===== config.mk =====
export PLATFORM = sky130hd
export DESIGN_NAME = framed_ascii_position_parser_flat
export DESIGN_NICKNAME = d
export VERILOG_FILES = /design/src/rtl/core/fpp_pkg.sv /design/src/rtl/core/fpp_if.sv /design/src/rtl/core/framed_ascii_position_parser.sv /design/src/flat_wrapper.sv
export SDC_FILE = /design/constraint.sdc
export NUM_CORES = 1
export LEC_CHECK = 0
export BUFFER_PORTS_ARGS = -buffer_cell sky130_fd_sc_hd__buf_2
export CORE_AREA = 2 2 198 200
export DETAILED_ROUTE_END_ITERATION = 12
export DIE_AREA = 0 0 200 202
export MAX_ROUTING_LAYER = met4
export PLACE_DENSITY = 0.4
export SYNTH_ARGS = -nofsm -noshare
export SYNTH_HDL_FRONTEND = slang
export SYNTH_SLANG_ARGS = --single-unit

===== constraint.sdc =====
create_clock -name clk_i -period 7.1 [get_ports clk_i]
set_input_delay 1.42 -clock clk_i [delete_from_list [all_inputs] [get_ports clk_i]]
set_output_delay 1.42 -clock clk_i [all_outputs]
set_load 0.05 [all_outputs]

===== src/rtl/core/fpp_pkg.sv =====
// ---------------------------------------------------------------------------
// fpp_pkg
// Constants shared by the framed ASCII position parser and its checker.
// ---------------------------------------------------------------------------
package fpp_pkg;

  // default frame buffer depth
  localparam int unsigned BufDepthDef = 20;

  // framing characters
  localparam logic [7:0] StartMark = 8'h3C;  // '<'
  localparam logic [7:0] EndMark   = 8'h3E;  // '>'
  localparam logic [7:0] AsciiZero = 8'h30;  // '0'

  // fixed field positions in the frame buffer
  localparam int unsigned PosXHi  = 0;
  localparam int unsigned PosXLo  = 1;
  localparam int unsigned PosYHi  = 3;
  localparam int unsigned PosYLo  = 4;
  localparam int unsigned PosHd2  = 6;
  localparam int unsigned PosHd1  = 7;
  localparam int unsigned PosHd0  = 8;
  localparam int unsigned PosWall = 10;

endpackage


===== src/rtl/core/fpp_if.sv =====
// ---------------------------------------------------------------------------
// fpp_rx_if / fpp_res_if
// Valid/ready channels: received bytes in, decoded position words out.
// ---------------------------------------------------------------------------
interface fpp_rx_if;
  logic       valid;
  logic       ready;
  logic [7:0] rx_byte;

  modport source (output valid, output rx_byte, input ready);
  modport sink   (input valid, input rx_byte, output ready);
endinterface

interface fpp_res_if;
  logic        valid;
  logic        ready;
  logic [7:0]  pos_x;
  logic [7:0]  pos_y;
  logic [15:0] heading;
  logic [7:0]  wall_code;
  logic        changed;

  modport source (output valid, output pos_x, output pos_y, output heading,
                  output wall_code, output changed, input ready);
  modport sink   (input valid, input pos_x, input pos_y, input heading,
                  input wall_code, input changed, output ready);
endinterface


===== src/rtl/core/framed_ascii_position_parser.sv =====
// ---------------------------------------------------------------------------
// framed_ascii_position_parser
// Captures frames shaped like <xx,yy,ttt,w> and emits decoded position words.
// ---------------------------------------------------------------------------
// Usage:
//   rx_i  : one received byte per word. '<' clears the write index and arms
//           capture; other bytes are stored while armed; '>' disarms.
//   res_o : one word per '>' that ends an armed frame: x, y, heading, the
//           raw wall byte and a flag telling whether any field differs from
//           the last emitted word.
// Latency: the result word is valid the cycle after the '>' is accepted.
// Throughput: one byte per cycle unless stalled; each byte takes a single pass
//   from the byte port and the buffer flops into the result register.
// Stall: the result register holds its word while res_o.ready is low;
//   rx_i.ready is low only while a word is held and not being taken, so a
//   word taken in the same cycle frees the slot for the next byte.
// Reset: buffer, write index, capture flag, last-emitted fields and the
//   result valid all clear at once; no clearing pass is needed.
// Digit fields are decoded without range checks and wrap modulo the field
// width. Positions not written in a frame keep their old contents.
// ---------------------------------------------------------------------------
module framed_ascii_position_parser #(
  parameter int unsigned BUF_DEPTH = fpp_pkg::BufDepthDef
) (
  input  logic   clk_i,
  input  logic   rst_ni,
  fpp_rx_if.sink   rx_i,
  fpp_res_if.source res_o
);
  import fpp_pkg::*;

  localparam int unsigned IdxW = $clog2(BUF_DEPTH);

  logic [7:0]      buf_q [BUF_DEPTH];
  logic [IdxW-1:0] idx_q, idx_d;
  logic            capt_q, capt_d;
  logic [7:0]      last_x_q, last_y_q, last_wall_q;
  logic [15:0]     last_hd_q;
  logic            out_valid_q;
  logic [7:0]      out_x_q, out_y_q, out_wall_q;
  logic [15:0]     out_hd_q;
  logic            out_chg_q;

  logic            in_acc, is_start, is_end, do_store, do_emit;
  logic [7:0]      dx1, dx0, dy1, dy0;
  logic [15:0]     dh2, dh1, dh0;
  logic [7:0]      x_calc, y_calc, w_calc;
  logic [15:0]     h_calc;
  logic            chg_calc;

  // handshake: slot free when empty or being drained
  assign rx_i.ready = !out_valid_q || res_o.ready;
  assign in_acc     = rx_i.valid && rx_i.ready;
  assign is_start   = (rx_i.rx_byte == StartMark);
  assign is_end     = (rx_i.rx_byte == EndMark);
  assign do_store   = in_acc && capt_q && !is_start && !is_end;
  assign do_emit    = in_acc && capt_q && is_end;

  // capture control
  always_comb begin
    idx_d  = idx_q;
    capt_d = capt_q;
    if (in_acc) begin
      if (is_start || is_end) begin
        idx_d  = '0;
        capt_d = is_start;
      end else if (capt_q) begin
        idx_d = (idx_q == IdxW'(BUF_DEPTH - 1)) ? '0 : idx_q + 1'b1;
      end
    end
  end

  always_ff @(posedge clk_i or negedge rst_ni) begin
    if (!rst_ni) begin
      idx_q  <= '0;
      capt_q <= 1'b0;
    end else begin
      idx_q  <= idx_d;
      capt_q <= capt_d;
    end
  end

  // frame buffer flops, one write port, fixed read taps
  for (genvar gi = 0; gi < BUF_DEPTH; gi++) begin : g_buf
    always_ff @(posedge clk_i or negedge rst_ni) begin
      if (!rst_ni) begin
        buf_q[gi] <= '0;
      end else if (do_store && idx_q == IdxW'(gi)) begin
        buf_q[gi] <= rx_i.rx_byte;
      end
    end
  end

  // digit decode, wrapping at field width
  assign dx1 = buf_q[PosXHi] - AsciiZero;
  assign dx0 = buf_q[PosXLo] - AsciiZero;
  assign dy1 = buf_q[PosYHi] - AsciiZero;
  assign dy0 = buf_q[PosYLo] - AsciiZero;
  assign dh2 = {8'h00, buf_q[PosHd2]} - {8'h00, AsciiZero};
  assign dh1 = {8'h00, buf_q[PosHd1]} - {8'h00, AsciiZero};
  assign dh0 = {8'h00, buf_q[PosHd0]} - {8'h00, AsciiZero};

  assign x_calc = dx1 * 8'd10 + dx0;
  assign y_calc = dy1 * 8'd10 + dy0;
  assign h_calc = dh2 * 16'd100 + dh1 * 16'd10 + dh0;
  assign w_calc = buf_q[PosWall];

  assign chg_calc = (x_calc != last_x_q) || (y_calc != last_y_q) ||
                    (h_calc != last_hd_q) || (w_calc != last_wall_q);

  // last emitted set
  always_ff @(posedge clk_i or negedge rst_ni) begin
    if (!rst_ni) begin
      last_x_q    <= '0;
      last_y_q    <= '0;
      last_hd_q   <= '0;
      last_wall_q <= '0;
    end else if (do_emit) begin
      last_x_q    <= x_calc;
      last_y_q    <= y_calc;
      last_hd_q   <= h_calc;
      last_wall_q <= w_calc;
    end
  end

  // result register
  always_ff @(posedge clk_i or negedge rst_ni) begin
    if (!rst_ni) begin
      out_valid_q <= 1'b0;
    end else if (do_emit) begin
      out_valid_q <= 1'b1;
    end else if (res_o.ready) begin
      out_valid_q <= 1'b0;
    end
  end

  always_ff @(posedge clk_i) begin
    if (do_emit) begin
      out_x_q    <= x_calc;
      out_y_q    <= y_calc;
      out_hd_q   <= h_calc;
      out_wall_q <= w_calc;
      out_chg_q  <= chg_calc;
    end
  end

  assign res_o.valid     = out_valid_q;
  assign res_o.pos_x     = out_x_q;
  assign res_o.pos_y     = out_y_q;
  assign res_o.heading   = out_hd_q;
  assign res_o.wall_code = out_wall_q;
  assign res_o.changed   = out_chg_q;

endmodule


===== src/flat_wrapper.sv =====
// flat-port wrapper written by rule: the top's interface ports become plain ports
module framed_ascii_position_parser_flat import fpp_pkg::*;
#(
  parameter int unsigned BUF_DEPTH = fpp_pkg::BufDepthDef
)
  (clk_i, rst_ni, rx_i_valid, rx_i_rx_byte, rx_i_ready, res_o_valid, res_o_pos_x, res_o_pos_y, res_o_heading, res_o_wall_code, res_o_changed, res_o_ready);
  fpp_rx_if rx_i_i ();
  fpp_res_if res_o_i ();
  input  logic clk_i;
  input  logic rst_ni;
  input wire logic [$bits(rx_i_i.valid)-1:0] rx_i_valid;
  input wire logic [$bits(rx_i_i.rx_byte)-1:0] rx_i_rx_byte;
  output wire logic [$bits(rx_i_i.ready)-1:0] rx_i_ready;
  output wire logic [$bits(res_o_i.valid)-1:0] res_o_valid;
  output wire logic [$bits(res_o_i.pos_x)-1:0] res_o_pos_x;
  output wire logic [$bits(res_o_i.pos_y)-1:0] res_o_pos_y;
  output wire logic [$bits(res_o_i.heading)-1:0] res_o_heading;
  output wire logic [$bits(res_o_i.wall_code)-1:0] res_o_wall_code;
  output wire logic [$bits(res_o_i.changed)-1:0] res_o_changed;
  input wire logic [$bits(res_o_i.ready)-1:0] res_o_ready;
  assign rx_i_i.valid = rx_i_valid;
  assign rx_i_i.rx_byte = rx_i_rx_byte;
  assign rx_i_ready = rx_i_i.ready;
  assign res_o_valid = res_o_i.valid;
  assign res_o_pos_x = res_o_i.pos_x;
  assign res_o_pos_y = res_o_i.pos_y;
  assign res_o_heading = res_o_i.heading;
  assign res_o_wall_code = res_o_i.wall_code;
  assign res_o_changed = res_o_i.changed;
  assign res_o_i.ready = res_o_ready;
  framed_ascii_position_parser #(.BUF_DEPTH(BUF_DEPTH)) u_core (.clk_i(clk_i), .rst_ni(rst_ni), .rx_i(rx_i_i), .res_o(res_o_i));
endmodule

==> run summary, run 1 <==
Antenna Diode Count = 0
number of synthesized flops with an enable pin = 41
total grt overflow = 0
MaxCap Viol Count = 0
layout cell share with drive strength beyond 1 = 17.0%
H-tree levels = 4
final hold vios = 0
area leader, netlist = dfrtp_1
worst vdd rail ir drop = 0.000198 V
Synth area leaders = dfrtp_1 29%, ha_1 13%, edfxtp_1 13%
Leak = 0.00537 uW
Required @ worst endpoint = 7.25 ns
First-pass DRT Iterations = 4
clock sink count = 150
most frequent cells in the layout = 127 x nand2_1, 109 x dfrtp_1, 99 x ha_1, 90 x inv_1, 63 x mux2_2
Hold Worst Slack = 0.487 ns
Post-DRT Antenna Nets = 0
# rows = 72
CP Max Fanout = 6
fmax = 0.161 GHz
Synth warnings = 0
post-layout util = 28.7%
crit path kind = reg2reg
Synth cell types = 58
largest net degree at the start of global routing = 63
Slew Limit Fails = 0
Area Overhead vs Synth = 15.8%
top cell type's share of synthesized area = 28.7%
effective utilization at floorplan = 24.8%
min Tclk post-route = 6.20 ns
Hold Crit Depth = 2
Syn Inst Count = 874
initial antenna violation count = 0
commonest non-fill, non-tap cell in the layout = nand2_1
Final #Nets = 1073
number of vias per cell = 4.19
Max Clock Skew = 0.0113 ns
synthesized cell area = 9500 um^2
Core Area = 38300 um^2
Biggest register = u_core.buf_q
Slew HR = 45.6%
ys flop type = dfrtp_1
Post-Syn Nets = 1012
Worst Hold Launch = u_core.last_hd_q[0]
vias in the first global route = 6207
r2r setup slk = 0.90 ns
clk slew on worst S/H paths = 0.07 ns
Reg2Reg Launch Point = u_core.buf_q[108]
Slew @ Worst Pin = 0.816 ns
CTS Buf Count = 17
R2R cell count = 24
number of port buffers = 54
Critical Path AT = 6.35 ns
status = finished, final reports clean
max reg flops = 54
RSZ-0062 raised after global routing = false
hold_buf cts = 0
Post-Syn Area per Cell = 10.9 um^2
global-route wire length before repair = 37.3 mm
total global-route track usage = 12.6%
crit start category = flip-flop
die span in x = 200 um
Min-Delay Path Class = reg2reg
Crit. End Element = flip-flop
Vias = 6144
CTS max path bufs = 2
Hold Path Sink = u_core.last_hd_q[0]
post-CTS resize count = 0
reg2reg end = u_core.res_o.changed
Starting DRT DRC Count = 331
Pwr Density = 274 nW/um^2
CTS Root Cell = clkbuf_16
Seq/Total Area, Yosys = 41.7%
final setup fails = 0
period utilization = 87.3%
Seq cells post-synth = 150
postcts setup bufs = 0
TNS Setup = 0 ns
TritonCTS clock tree = done
Die H = 202 um
GPL Wtd Cong = 0.775
Post-synth ARST share = 72.7%
WL per Instance = 15.8 um
Post-route DRC = 0
wirelength, routed = 23.1 mm
Worst-Skew Late Latency = 0.43 ns
die area = 40400 um^2
Detail Placement HPWL = 17.5 mm
# IOs = 55
Yosys cell counts (all sizes together) (3+ instances only):
master	count
ha	99
clkbuf	14
a21oi	28
a21o	11
o21a	4
nand3	12
a22o	3
dfrtp	109
nand4	8
inv	90
xor2	30
nor2	33
mux2	63
nor3	13
nand2b	6
and3	7
nand2	127
fa	27
o2111ai	4
buf	3
nor4	4
xnor2	59
o21ai	27
xnor3	5
o21bai	6
or3	4
edfxtp	41
a221oi	3
routing by layer:
metal  wire length [um]  global-route usage, %
met1              12100                   18.1
met2              10200                   18.3
met3                558                   2.20
met4                267                   3.23
met5                  0                      -
power by group:
group	switching, uW	leakage [uW]	internal, uW
clock	399	0.000288	536
combinational	620	0.00320	452
sequential	39.7	0.00188	972
total	1060	0.00537	1960
through the flow:
step                area [um^2]  power, uW  std cells  worst slack (ns)
CTS                       11000       3080       1466             0.853
detailed placement        10400       2120       1434             0.892
finish                    11000       3020       1466             0.903
global route              11000       3230       1466             0.356
floorplan                  9500       1760        874              1.54
global placement          10400       2130       1434              1.09
worst max path at each step:
stage | start | to | slack, ns | cells past startpoint
after floorplan | u_core.buf_q[108] | u_core.res_o.changed | 1.54 | 19
after global placement | u_core.buf_q[108] | u_core.res_o.changed | 1.09 | 23
after detailed placement | u_core.buf_q[108] | u_core.res_o.changed | 0.89 | 24
after CTS | u_core.buf_q[108] | u_core.res_o.changed | 0.85 | 24
after global routing | u_core.buf_q[108] | u_core.res_o.changed | 0.36 | 24
final | u_core.buf_q[108] | u_core.res_o.changed | 0.90 | 24
logic make-up after synthesis:
logic type / after synthesis / synth area share [%]
muxes: 64 / 7.57
xor gates and xnor gates: 95 / 9.85
adders and majority gates: 126 / 18.7
DFF: 150 / 41.7
buffers and inverters: 107 / 4.33
and+or+nand+nor: 225 / 10.4
AOI/OAI and AO/OA: 107 / 7.41
critical path, cell delays in order, from the launching register on:
cell and delay (ns):
dfrtp_1 0.43, inv_1 0.11, ha_1 0.32, inv_1 0.07, ha_1 0.30, ha_1 0.28, inv_1 0.05, fa_1 0.49
inv_1 0.04, ha_1 0.22, nor3_1 0.18, o21ai_0 0.10, a31oi_1 0.24, xor2_1 0.27, fa_1 0.45, inv_1 0.07
ha_1 0.28, xor2_1 0.38, o22ai_1 0.16, nor4_1 0.39, o2111ai_1 0.16, nor4_1 0.31, nand4_1 0.16, nor4_1 0.29
o2111ai_1 0.16
final cells by class:
cell class              instances  area, um^2
inverters                      90         338
clock inverters                14         168
repair buffers                 59         310
clock buffers                  18         439
fillers                      3979       27300
multi-input cells             617        5140
flip-flops and latches        150        3960
well taps                     518         648
(Power assumes the default switching activity.)
==> run 2: changes to the inputs <==
BUFFER_PORTS_ARGS = -buffer_cell sky130_fd_sc_hd__clkbuf_2   (was -buffer_cell sky130_fd_sc_hd__buf_2)
==> run summary, run 2 (synthesis results as in run 1) <==
status = finished, final reports clean
WL per Instance = 15.9 um
postcts setup bufs = 0
Slew Limit Fails = 0
CTS Root Cell = clkbuf_16
Slew HR = 44.4%
top layer in use = met4
Final #Nets = 1073
most frequent cells in the layout = 127 x nand2_1, 109 x dfrtp_1, 99 x ha_1, 90 x inv_1, 63 x mux2_2
commonest non-fill, non-tap cell in the layout = nand2_1
TNS Setup = 0 ns
Vias = 6150
number of port buffers = 54
Starting DRT DRC Count = 278
number of vias per cell = 4.20
effective utilization at floorplan = 24.8%
Area Overhead vs Synth = 15.4%
Sw Share = 36.0%
CTS Buf Count = 17
initial antenna violation count = 0
largest net degree at the start of global routing = 63
clock sink count = 150
min Tclk post-route = 6.19 ns
Required @ worst endpoint = 7.26 ns
period utilization = 87.2%
Die H = 202 um
Min-Delay Path Class = reg2reg
RSZ-0062 raised after global routing = false
hold_buf cts = 0
clock power share = 30.1%
final setup fails = 0
Detail Placement HPWL = 17.5 mm
total grt overflow = 0
met2 WL = 10.4 mm
MaxCap Viol Count = 0
Biggest register = u_core.buf_q
# rows = 72
vias in the first global route = 6310
combinational share of power = 36.1%
FF+latch area = 3960 um^2
Post-route DRC = 0
First-pass DRT Iterations = 4
max reg flops = 54
CP Max Fanout = 6
Crit path largest cell delay = 0.51 ns
Max Clock Skew = 0.0145 ns
Seq pwr share = 33.8%
Crit. End Element = flip-flop
crit start category = flip-flop
CTS max path bufs = 2
Multi-input gate area = 5140 um^2
post-CTS resize count = 0
Slew @ Worst Pin = 0.834 ns
total global-route track usage = 12.5%
TritonCTS clock tree = done
Internal Power = 1910 uW
worst vdd rail ir drop = 0.000195 V
# IOs = 55
Pwr Density = 273 nW/um^2
Core Area = 38300 um^2
final hold vios = 0
Pwr Total = 2990 uW
wirelength, routed = 23.2 mm
crit path cell chain = inv_1 -> ha_1 -> inv_1 -> ha_1 -> ha_1 -> inv_1 -> fa_1 -> inv_1 -> ha_1 -> nor3_1 -> o21ai_0 -> a31oi_1 -> xor2_1 -> fa_1 -> inv_1 -> ha_1 -> xor2_1 -> o22ai_1 -> nor4_1 -> o2111ai_1 -> nor4_1 -> nand4_1 -> nor4_1 -> o2111ai_1
routed wl met3 = 612 um
Worst-Skew Late Latency = 0.44 ns
filler instances = 3972
Post-DRT Antenna Nets = 0
Leak = 0.00535 uW
Crit-path slowest cell = fa_1
H-tree levels = 4
global-route wire length before repair = 37.1 mm
GPL Wtd Cong = 0.766
Critical Path AT = 6.35 ns
Net Switching = 1080 uW
layout cell share with drive strength beyond 1 = 16.9%
clk slew on worst S/H paths = 0.07 ns
Antenna Diode Count = 0
crit path kind = reg2reg
die span in x = 200 um
fmax = 0.161 GHz
wire length on met1 = 12.0 mm
die area = 40400 um^2
-- run 2: cell count changes in the layout (fill, tap and decap cells not counted) --
cell,before,now
buf_2,53,0
bufinv_16,2,1
clkbuf_1,0,1
clkbuf_2,0,53
clkbuf_8,1,0
clkinv_4,3,1
clkinv_8,1,0
inv_4,0,1
inv_6,3,5
inv_8,1,2
-- run 2: worst max-delay path, delay by kind of cell, from the launching register on --
kind | cells | cell delay (ns)
AND/OR/NAND/NOR | 5 | 1.36
buffers and inverters | 5 | 0.32
adder cells (fa/ha/maj) | 7 | 2.48
flip-flops | 1 | 0.43
XOR/XNOR | 2 | 0.50
AO/OA/AOI/OAI | 5 | 0.83
-- run 2: layer usage --
| layer | GRT usage, % | vias to the layer above |
|---|---|---|
| met5 | - | - |
| met4 | 3.20 | 0 |
| met3 | 2.00 | 12 |
| met2 | 18.8 | 68 |
| met1 | 17.5 | 2965 |
| li1 | - | 3105 |
-- run 2: final cells by class --
type / count / area share, %
Multi-Input combinational cell: 617 / 46.9
Sequential cell: 150 / 36.1
Tap cell: 518 / 5.91
Clock buffer: 18 / 3.92
Inverter: 90 / 3.08
Timing Repair Buffer: 59 / 2.83
Clock inverter: 14 / 1.27
-- run 2: power groups by stage --
| stage | Sequential [uW] | Combinational (uW) | Clock (uW) |
|---|---|---|---|
| 2_1_floorplan | 1020 | 744 | 0 |
| 3_3_place_gp | 1030 | 1100 | 0 |
| 3_5_place_dp | 1030 | 1090 | 0 |
| 4_1_cts | 1010 | 1110 | 936 |
| 5_1_grt | 1020 | 1210 | 966 |
| 6_report | 1010 | 1080 | 899 |
-- run 2: worst paths after layout --
path                                     start                    end  slack [ns]  cells past startpoint
min                        u_core.last_hd_q[9]    u_core.last_hd_q[9]        0.49                      2
max                          u_core.buf_q[108]   u_core.res_o.changed        0.91                     24
min reg2reg                u_core.last_hd_q[9]    u_core.last_hd_q[9]        0.49                      2
min in group asynchronous               rst_ni     u_core.last_x_q[4]        1.03                      1
max in group asynchronous               rst_ni  u_core.last_wall_q[1]        4.76                      2
max reg2reg                  u_core.buf_q[108]   u_core.res_o.changed        0.91                     24
-- run 2: metrics by stage --
| step | setup WS [ns] | util, % | instances | cell area (um^2) | hold slack [ns] |
|---|---|---|---|---|---|
| after floorplan | 1.54 | - | 874 | 9500 | 0.441 |
| after CTS | 0.857 | 28.6 | 1466 | 11000 | 0.489 |
| after global routing | 0.236 | 28.6 | 1466 | 11000 | 0.512 |
| final | 0.908 | 28.6 | 1466 | 11000 | 0.486 |
| after detailed placement | 0.902 | 27.1 | 1434 | 10400 | 0.473 |
| after global placement | 1.09 | 27.1 | 1434 | 10400 | 0.465 |
==> run 3: changes to the inputs <==
==> constraint.sdc (replaced) <==
create_clock -name clk_i -period 7.1 [get_ports clk_i]
set_input_delay 0.71 -clock clk_i [delete_from_list [all_inputs] [get_ports clk_i]]
set_output_delay 0.71 -clock clk_i [all_outputs]
set_load 0.05 [all_outputs]
==> run summary, run 3 (synthesis results as in run 1) <==
status = finished, final reports clean
Critical Path AT = 6.41 ns
Seq pwr share = 33.9%
die span in x = 200 um
Required @ worst endpoint = 7.27 ns
R2R cell count = 23
clock power share = 30.5%
crit path kind = reg2reg
vias in the first global route = 6406
final hold vios = 0
Pwr Density = 272 nW/um^2
hold_buf cts = 0
Biggest register = u_core.buf_q
MaxCap Viol Count = 0
Leak = 0.00536 uW
Final #Nets = 1072
Slew Limit Fails = 0
commonest non-fill, non-tap cell in the layout = nand2_1
combinational share of power = 35.6%
Internal Power = 1920 uW
CTS Buf Count = 17
Net Switching = 1060 uW
total grt overflow = 0
CTS Root Cell = clkbuf_16
postcts setup bufs = 0
total global-route track usage = 12.7%
GPL Wtd Cong = 0.769
Post-route DRC = 0
Vias = 6117
fmax = 0.160 GHz
number of vias per cell = 4.18
clk slew on worst S/H paths = 0.07 ns
post-layout util = 28.6%
met2 usage = 19.0%
Min-Delay Path Class = in2async
number of port buffers = 54
busiest grt layer = met2
TritonCTS clock tree = done
# rows = 72
wirelength, routed = 23.2 mm
die area = 40400 um^2
Area Overhead vs Synth = 15.4%
initial antenna violation count = 0
crit start category = flip-flop
Max Clock Skew = 0.0148 ns
TNS Setup = 0 ns
WL per Instance = 15.8 um
Core Area = 38300 um^2
Slew HR = 33.0%
Die H = 202 um
GR Util met1 = 17.6%
clock sink count = 150
First-pass DRT Iterations = 4
final setup fails = 0
post-CTS resize count = 0
RSZ-0062 raised after global routing = false
Crit. End Element = flip-flop
Slew @ Worst Pin = 1.01 ns
effective utilization at floorplan = 24.8%
GR Util met3 = 2.64%
Sw Share = 35.5%
max reg flops = 54
CTS max path bufs = 2
Detail Placement HPWL = 17.2 mm
layout cell share with drive strength beyond 1 = 16.8%
Post-DRT Antenna Nets = 0
CP Max Fanout = 6
most frequent cells in the layout = 127 x nand2_1, 109 x dfrtp_1, 99 x ha_1, 90 x inv_1, 63 x mux2_2
Worst-Skew Late Latency = 0.44 ns
Antenna Diode Count = 0
H-tree levels = 4
min Tclk post-route = 6.24 ns
filler instances = 3994
largest net degree at the start of global routing = 76
global-route wire length before repair = 37.6 mm
Starting DRT DRC Count = 272
period utilization = 87.9%
worst vdd rail ir drop = 0.000178 V
# IOs = 55
## run 3: changes by cell type in the layout (fill, tap and decap cells not counted), sizes merged
cell	delta
clkinvlp	-3
clkbuf	+1
clkinv	+3
buf	-1
inv	-1
## run 3: routing by layer
| metal | up-vias | wire length, um |
|---|---|---|
| met5 | - | 0 |
| met4 | 0 | 192 |
| met3 | 14 | 573 |
| met2 | 51 | 10300 |
| met1 | 2945 | 12100 |
| li1 | 3107 | - |
## run 3: final cells by class
| class | count | area, um^2 | area share [%] |
|---|---|---|---|
| timing repair buffer | 58 | 303 | 2.76 |
| sequential | 150 | 3960 | 36.1 |
| tap | 518 | 648 | 5.91 |
| clock buffer | 19 | 443 | 4.04 |
| inverter | 90 | 338 | 3.08 |
| clock inverter | 13 | 138 | 1.25 |
| multi-input combinational | 617 | 5140 | 46.9 |
## run 3: per-stage QoR
step / worst slack, ns / total power [uW] / hold slack, ns / area (um^2) / cells
final: 0.857 / 2980 / 0.313 / 11000 / 1465
after global routing: 0.369 / 3200 / 0.352 / 11000 / 1465
after CTS: 0.802 / 3040 / 0.334 / 11000 / 1465
after detailed placement: 0.849 / 2100 / 0.474 / 10400 / 1433
after global placement: 1.07 / 2100 / 0.466 / 10400 / 1433
after floorplan: 1.54 / 1760 / 0.414 / 9500 / 874
## run 3: path summary, 6_finish.rpt
kind / from / end / slack, ns
max in group asynchronous: rst_ni / u_core.buf_q[99] / 5.48
min: rst_ni / u_core.w_calc[3] / 0.31
max: u_core.buf_q[108] / u_core.res_o.changed / 0.86
min reg2reg: u_core.last_wall_q[7] / u_core.last_wall_q[7] / 0.49
max reg2reg: u_core.buf_q[108] / u_core.res_o.changed / 0.86
min in group clk_i: u_core.last_wall_q[7] / u_core.last_wall_q[7] / 0.49
## run 3: power groups by stage
stage | registers [uW] | clock network [uW] | logic, uW
floorplan | 1020 | 0 | 744
global placement | 1030 | 0 | 1080
detailed placement | 1030 | 0 | 1070
CTS | 1010 | 939 | 1090
global route | 1020 | 982 | 1200
finish | 1010 | 907 | 1060
## run 3: critical path, cell delays in order (launching register included)
cell       delay, ns
dfrtp_1         0.44
ha_1            0.25
xnor2_1         0.25
ha_1            0.29
ha_1            0.28
inv_1           0.05
fa_1            0.49
inv_1           0.04
ha_1            0.23
nor3_1          0.19
o21ai_0         0.11
a31oi_1         0.24
xor2_1          0.13
fa_1            0.52
inv_1           0.05
ha_1            0.35
xor2_1          0.36
o22ai_1         0.19
nor4_1          0.35
o2111ai_1       0.17
nor4_1          0.37
nand4_1         0.18
nor4_1          0.29
o2111ai_1       0.14
